<file path="config.mk">
export PLATFORM = sky130hd
export DESIGN_NAME = stq_ctrl
export DESIGN_NICKNAME = d
export VERILOG_FILES = /design/src/hdl/stq_pkg.sv /design/src/hdl/stq_ctrl.sv
export SDC_FILE = /design/constraint.sdc
export NUM_CORES = 1
export LEC_CHECK = 0
export CAP_MARGIN = 0
export CORE_MARGIN = 1.5
export CORE_UTILIZATION = 30
export CTS_CLUSTER_DIAMETER = 120
export DETAILED_ROUTE_END_ITERATION = 6
export DONT_BUFFER_PORTS = 1
export PLACE_DENSITY = 0.47
export SYNTH_ARGS = -nofsm -noshare
export SYNTH_HDL_FRONTEND = slang
export SYNTH_SLANG_ARGS = --single-unit
</file>
<file path="constraint.sdc">
create_clock -name clk -period 2.4 [get_ports clk]
set_input_delay 0.48 -clock clk [delete_from_list [all_inputs] [get_ports clk]]
set_output_delay 0.48 -clock clk [all_outputs]
set_load 0.02 [all_outputs]
</file>
<file path="src/hdl/stq_pkg.sv">
package stq_pkg;

    // Default build values
    localparam int NUM_VOICES_DEF  = 4;
    localparam int MAX_TONES_DEF   = 256;
    localparam int SAMPLE_RATE_DEF = 32768;

    localparam int         PHASE_STEP = 4;
    localparam logic [18:0] FRAME_MAX = 19'h7FFFF;

    // Command codes on the cmd field
    typedef enum logic [2:0] {
        CMD_FRAME = 3'd0,
        CMD_TICK  = 3'd1,
        CMD_TONE  = 3'd2,
        CMD_VOICE = 3'd3,
        CMD_START = 3'd4
    } cmd_code_t;

    // Register indexes on the config port
    localparam logic REG_NUM_VOICES = 1'b0;
    localparam logic REG_DC_OFFSET  = 1'b1;

    // Controller to datapath
    typedef struct packed {
        logic exec;
        logic frame_init;
        logic fetch;
        logic check;
        logic div_period;
        logic div_mod;
        logic accum;
        logic next_voice;
        logic out_load;
    } ctrl_cmd_t;

    // Datapath to controller
    typedef struct packed {
        logic started;
        logic voice_end;
        logic voice_done;
        logic expired;
        logic last_note;
        logic freq_zero;
        logic div_done;
        logic res_full;
    } dp_status_t;

endpackage

</file>
<file path="src/hdl/stq_ctrl.sv">
module stq_ctrl (
    input  logic                clk,
    input  logic                rst_n,
    input  logic                cmd_valid,
    input  logic                cmd_is_frame,
    output logic                cmd_stall,
    input  stq_pkg::dp_status_t st,
    output stq_pkg::ctrl_cmd_t  ctl
);
    import stq_pkg::*;

    typedef enum logic [6:0] {
        S_IDLE  = 7'b0000001,
        S_VOICE = 7'b0000010,
        S_CHECK = 7'b0000100,
        S_FREQ  = 7'b0001000,
        S_DIVP  = 7'b0010000,
        S_DIVM  = 7'b0100000,
        S_OUT   = 7'b1000000
    } state_t;

    state_t state_reg, state_next;
    logic   accept;

    // A frame needs the result register free
    assign cmd_stall = (state_reg != S_IDLE) || (cmd_is_frame && st.res_full);
    assign accept    = cmd_valid && !cmd_stall;

    always_comb
    begin
        state_next = state_reg;
        ctl        = '0;
        case (state_reg)
            S_IDLE:
            begin
                if (accept)
                begin
                    if (cmd_is_frame)
                    begin
                        ctl.frame_init = 1'b1;
                        state_next     = S_VOICE;
                    end
                    else
                        ctl.exec = 1'b1;
                end
            end
            S_VOICE:
            begin
                if (!st.started || st.voice_end)
                    state_next = S_OUT;
                else if (st.voice_done)
                    ctl.next_voice = 1'b1;
                else
                begin
                    ctl.fetch  = 1'b1;
                    state_next = S_CHECK;
                end
            end
            S_CHECK:
            begin
                ctl.check = 1'b1;
                if (st.expired && st.last_note)
                begin
                    ctl.next_voice = 1'b1;
                    state_next     = S_VOICE;
                end
                else
                    state_next = S_FREQ;
            end
            S_FREQ:
            begin
                if (st.freq_zero)
                begin
                    ctl.next_voice = 1'b1;
                    state_next     = S_VOICE;
                end
                else
                begin
                    ctl.div_period = 1'b1;
                    state_next     = S_DIVP;
                end
            end
            S_DIVP:
            begin
                if (st.div_done)
                begin
                    ctl.div_mod = 1'b1;
                    state_next  = S_DIVM;
                end
            end
            S_DIVM:
            begin
                if (st.div_done)
                begin
                    ctl.accum      = 1'b1;
                    ctl.next_voice = 1'b1;
                    state_next     = S_VOICE;
                end
            end
            S_OUT:
            begin
                if (!st.res_full)
                begin
                    ctl.out_load = 1'b1;
                    state_next   = S_IDLE;
                end
            end
            default:
            begin
                state_next = S_IDLE;
            end
        endcase
    end

    always_ff @(posedge clk or negedge rst_n)
    begin
        if (!rst_n)
            state_reg <= S_IDLE;
        else
            state_reg <= state_next;
    end

    // Checks
    a_accept_idle: assert property (@(posedge clk) disable iff (!rst_n)
        accept |-> state_reg == S_IDLE)
        else $error("beat taken while busy");

    a_load_free: assert property (@(posedge clk) disable iff (!rst_n)
        ctl.out_load |-> !st.res_full)
        else $error("result overwritten");

    a_div_chain: assert property (@(posedge clk) disable iff (!rst_n)
        (state_reg == S_DIVP && st.div_done) |=> state_reg == S_DIVM)
        else $error("modulo step skipped");

    a_frame_done: assert property (@(posedge clk) disable iff (!rst_n)
        ctl.out_load |=> st.res_full)
        else $error("result not posted");

endmodule
</file>
==> impl_metrics.ini, run 1 <==
[run_status]
status = complete, no violations

[sta]
finClkSkew_ns = 0.000742
finalWorstSetupSlack_ns = 0.0658
slew_viol_final = 0
hold_viol = 0
fin_crit_ns = 2.33
max_freq_mhz = 428
whs_ns = 0.0769
period_share_pct = 97.3
finalSetupViolCount = 0
slew_headroom_pct = 67.7
tightest_slew_ns = 0.482

[route]
vias_per_cell = 5.42
drt_pre_antenna_iters = 4
num_vias = 640
drt_iter0_drc = 10
avgRoutedWirePerCell_um = 13.9
drc = 0
routed_wl_um = 1650
route.antenna.remaining_nets = 0

[global_route]
grt_max_degree = 11
grt-busiest-layer = met1
grt_pass1_wl_um = 2820
use_met1_pct = 21.1
grt_use_met2_pct = 19.8
antenna_found_initial = 0
track_usage_pct = 15.0
grt_pass1_vias = 647
grt-ovfl-total = 0
use_met3_pct = 3.99

[synth]
netlist_area_um2 = 643
ys_seq_area_share_pct = 27.4
yosys-top-cells-area = dfrtp_1 (23%), nor4_1 (5.8%), nand3b_1 (4.7%), dfstp_2 (4.1%), xnor2_1 (4.1%)
yosys_warnings = 0
yosys.area.top_type_share_pct = 23.3
synth_ff_type = dfrtp_1
async_reset_ff_share_pct = 100
netlist_instances = 74
synth-edff-count = 0
synth_largest_area_cell = dfrtp_1
syn_nets = 86
ys_ff_latch = 7
ys_types = 39
syn_avg_cell_area_um2 = 8.69

[worst_setup_path]
path_class = reg2out
r2r_slack_ns = 0.48
reg2reg_from = state_reg[0]
r2r_end = state_reg[1]
endpoint_kind = output port
rr_worst_depth = 4
worstSetupEndpoint = ctl[5]
required_ns = 1.92
startpoint_type = flip-flop
cp_data_arrival_time_ns = 1.85
crit_fanout = 6
critPathLaunch = state_reg[1]

[clock_tree]
cts_tree = built
clockBufferDepth = 2
root_buffer = clkbuf_4
cts_max_level = 1
clk_latency_ns = 0.24
cts_buffers = 3
clk_transition_reported_paths_ns = 0.05
numClockSinks = 7

[floorplan]
num_io_pins = 22
die_area_um2 = 2430
rows = 16
start_util_pct = 32.4
core_um2 = 1980
die_x_um = 49.3
die-height_um = 49.3

[layout]
largest_reg_flops = 7
nFillCells = 193
antenna_cells = 0
layout_commonest_cell = buf_4
fin_nets = 104
layout_common_cells = buf_4 (17), nor4_1 (6), dfrtp_1 (5)
final_area_um2 = 840
area_growth_pct = 30.5
drive_gt1_share_pct = 37.4

[job]
maxCapViolCount = 0

[power]
p_leak_nw = 0.338
ir_drop_v = 0.000359
p_per_area_nw_per_um2 = 823

[placement]
io_buffers = 0
place_congestion = 0.781
dp_hpwl_um = 1210
placed_cell_area_um2 = 739
dp_slack_ns = 0.192

[hold_path]
hp-class = in2async
==> worst min path at each step <==
stage / to / slack, ns / cells past startpoint
6_report: state_reg[0] / 0.08 / 0
3_3_place_gp: state_reg[3] / 0.18 / 0
2_1_floorplan: state_reg[1] / 0.18 / 0
5_1_grt: state_reg[0] / 0.05 / 0
4_1_cts: state_reg[0] / 0.07 / 0
3_5_place_dp: state_reg[3] / 0.18 / 0
==> stage by stage <==
step / std cells / setup TNS [ns] / util (%) / power (mW)
finish: 118 / 0 / 42.4 / 0.691
global route: 118 / -0.00500 / 42.4 / 0.749
CTS: 114 / 0 / 39.5 / 0.638
detailed placement: 109 / 0 / 37.3 / 0.520
global placement: 109 / 0 / 37.3 / 0.523
floorplan: 74 / 0 / - / 0.462
==> critical path, cell delays in order (launching register included) <==
cell,delay (ns)
dfrtp_2,0.44
or3_4,0.41
or3_4,0.35
nor3b_2,0.40
==> cell families (layout without fill, tap and decap cells) <==
kind of cell / Yosys count / after routing / synth area share [%]
buf+inv: 6 / 23 / 6.03
compound gates: 11 / 11 / 12.3
flops: 7 / 7 / 27.4
xor+xnor: 3 / 3 / 4.09
simple gates: 46 / 46 / 48.6
mux: 1 / 1 / 1.56
==> repair_timing <==
item / 4_1_cts / 5_1_grt
buffers inserted: 0 / 4
pin swaps: 0 / 1
hold buffers: 1 / 0
gates resized for setup: 3 / 5
hold endpoints to repair: 6 / 0
endpoints found under the setup margin: 4 / 4
==> synthesized netlist by cell type, drive strengths merged (2+ instances only) <==
master	n
a211oi	2
a21boi	3
buf	3
clkbuf	2
dfrtp	6
nand2	3
nand2b	3
nand3	2
nand3b	4
nor2	4
nor2b	2
nor3	3
nor3b	4
nor4	6
or3	5
xnor2	3
==> layer usage <==
metal / wire length [um] / part of all wire, %
met1: 802 / 49
met2: 724 / 44
met3: 109 / 6.6
met4: 8 / 0.49
met5: 0 / 0
==> cell type report <==
| type | count | area, um2 | area share [%] |
|---|---|---|---|
| Clock buffer | 4 | 26.3 | 3.13 |
| Multi-Input combinational cell | 61 | 460 | 54.8 |
| Inverter | 1 | 3.75 | 0.447 |
| Timing Repair Buffer | 18 | 138 | 16.4 |
| Tap cell | 27 | 33.8 | 4.02 |
| Sequential cell | 7 | 178 | 21.2 |
==> power by group <==
part           internal (mW)  leakage (nW)  switching, mW
combinational          0.199         0.232          0.192
clock                 0.0632        0.0150         0.0394
sequential             0.151        0.0914         0.0469
total                  0.413         0.338          0.278
No activity file was read; power rests on OpenSTA's default activity.
==> run 2: changes to the inputs <==
--- a/config.mk
+++ b/config.mk
@@ -11,6 +11,7 @@
 export CTS_CLUSTER_DIAMETER = 120
 export DETAILED_ROUTE_END_ITERATION = 6
 export DONT_BUFFER_PORTS = 1
+export MAX_ROUTING_LAYER = met4
 export PLACE_DENSITY = 0.47
 export SYNTH_ARGS = -nofsm -noshare
 export SYNTH_HDL_FRONTEND = slang
==> run 2 against run 1 <==
Effect of this change: wire length grew 0.30%; register-to-register slack is essentially flat; sequential cell count is the same; critical path depth is the same; maximum frequency is essentially flat; utilization is the same; die area is the same; critical path type unchanged.
==> impl_metrics.ini, run 2 (synthesis gave the netlist of run 1 again) <==
[run_status]
status = complete, no violations

[clock_tree]
cts_max_level = 1
cts_tree = built
cts_buffers = 3
clk_latency_ns = 0.24
clockBufferDepth = 2
clk_transition_reported_paths_ns = 0.05
numClockSinks = 7
root_buffer = clkbuf_4

[worst_setup_path]
path_class = reg2out
crit_top_cell = or3_4
crit_fanout = 6
startpoint_type = flip-flop
cp_slowest_cell = dfrtp_2
worstPathCellList = or3_4 > or3_4 > nor3b_2
required_ns = 1.92
cp_data_arrival_time_ns = 1.85
slowest_delay_ns = 0.44
endpoint_kind = output port

[sta]
slew_viol_final = 0
fin_crit_ns = 2.33
slew_headroom_pct = 66.6
tightest_slew_ns = 0.497
finalWorstSetupSlack_ns = 0.0651
whs_ns = 0.0769
hold_viol = 0
finalSetupViolCount = 0
max_freq_mhz = 428
period_share_pct = 97.3
finalSetupTns_ns = 0
finClkSkew_ns = 0.000782

[floorplan]
die_area_um2 = 2430
start_util_pct = 32.4
num_io_pins = 22
rows = 16
die_x_um = 49.3
die-height_um = 49.3
core_um2 = 1980

[layout]
layout_commonest_cell = buf_4
layout_common_cells = buf_4 (17), nor4_1 (6), dfrtp_1 (5)
drive_gt1_share_pct = 37.4
nFillCells = 193
antenna_cells = 0
final_area_um2 = 840
fin_nets = 104
area_growth_pct = 30.5
utilization_pct = 42.4
largest_reg_flops = 7

[global_route]
grt_pass1_wl_um = 2820
grt-ovfl-total = 0
grt_pass1_vias = 648
grt_max_degree = 11
antenna_found_initial = 0
track_usage_pct = 15.4

[route]
num_vias = 635
avgRoutedWirePerCell_um = 14.0
vias_per_cell = 5.38
drt_pre_antenna_iters = 4
drt_iter0_drc = 11
routed_wl_um = 1650
drc = 0
route.antenna.remaining_nets = 0

[placement]
place_congestion = 0.792
io_buffers = 0
dp_slack_ns = 0.192
dp_hpwl_um = 1210
placed_cell_area_um2 = 739

[power]
p_per_area_nw_per_um2 = 822
p_leak_nw = 0.338
ir_drop_v = 0.000358

[hold_path]
hp-class = in2async

[job]
maxCapViolCount = 0
run 2: cell counts in the layout (fill, tap and decap cells not counted):
Identical to the previous run, type by type.
run 2: metal layers:
layer | vias to the layer above | share of wire (%) | global-route usage (%)
met1 | 297 | 48 | 21.1
met4 | 0 | 0.48 | 9.52
li1 | 312 | - | -
met5 | - | 0 | -
met2 | 24 | 43 | 19.8
met3 | 2 | 7.6 | 3.99
run 2: path summary, 6_finish.rpt:
path | start | endpoint | cells after the start | slack, ns
setup / recovery | state_reg[1] | ctl[5] | 3 | 0.07
hold / removal | rst_n | state_reg[0] | 0 | 0.08
setup reg to reg | state_reg[0] | state_reg[1] | 4 | 0.48
hold reg to reg | state_reg[0] | state_reg[6] | 3 | 0.68
max in group asynchronous | rst_n | state_reg[1] | 1 | 1.60
min in group clk | st[5] | state_reg[2] | 1 | 0.30
run 2: what timing repair did:
action                     4_1_cts  5_1_grt
hold buffers                     1        0
buffers inserted                 0        4
pin swaps                        0        1
gates resized for setup          3        5
hold endpoints to repair         6        0
setup endpoints to repair        4        4
run 2: layout make-up:
cell class | instances | area (um2) | share of cell area (%)
sequential | 7 | 178 | 21.2
timing repair buffer | 18 | 138 | 16.4
inverter | 1 | 3.75 | 0.447
multi-input combinational | 61 | 460 | 54.8
clock buffer | 4 | 26.3 | 3.13
tap | 27 | 33.8 | 4.02
run 2: per-stage QoR:
stage,instances,total power [mW]
after global placement,109,0.523
after detailed placement,109,0.520
after floorplan,74,0.462
after CTS,114,0.638
final,118,0.690
after global routing,118,0.749
run 2: power by group:
| part | internal, mW | total (mW) | switching [mW] |
|---|---|---|---|
| clock network | 0.0632 | 0.103 | 0.0394 |
| registers | 0.151 | 0.197 | 0.0465 |
| logic | 0.199 | 0.391 | 0.191 |
run 2: worst max-delay path, delay by kind of cell (launching register included):
kind	cells	cell delay (ns)
simple gates	3	1.16
flops	1	0.44
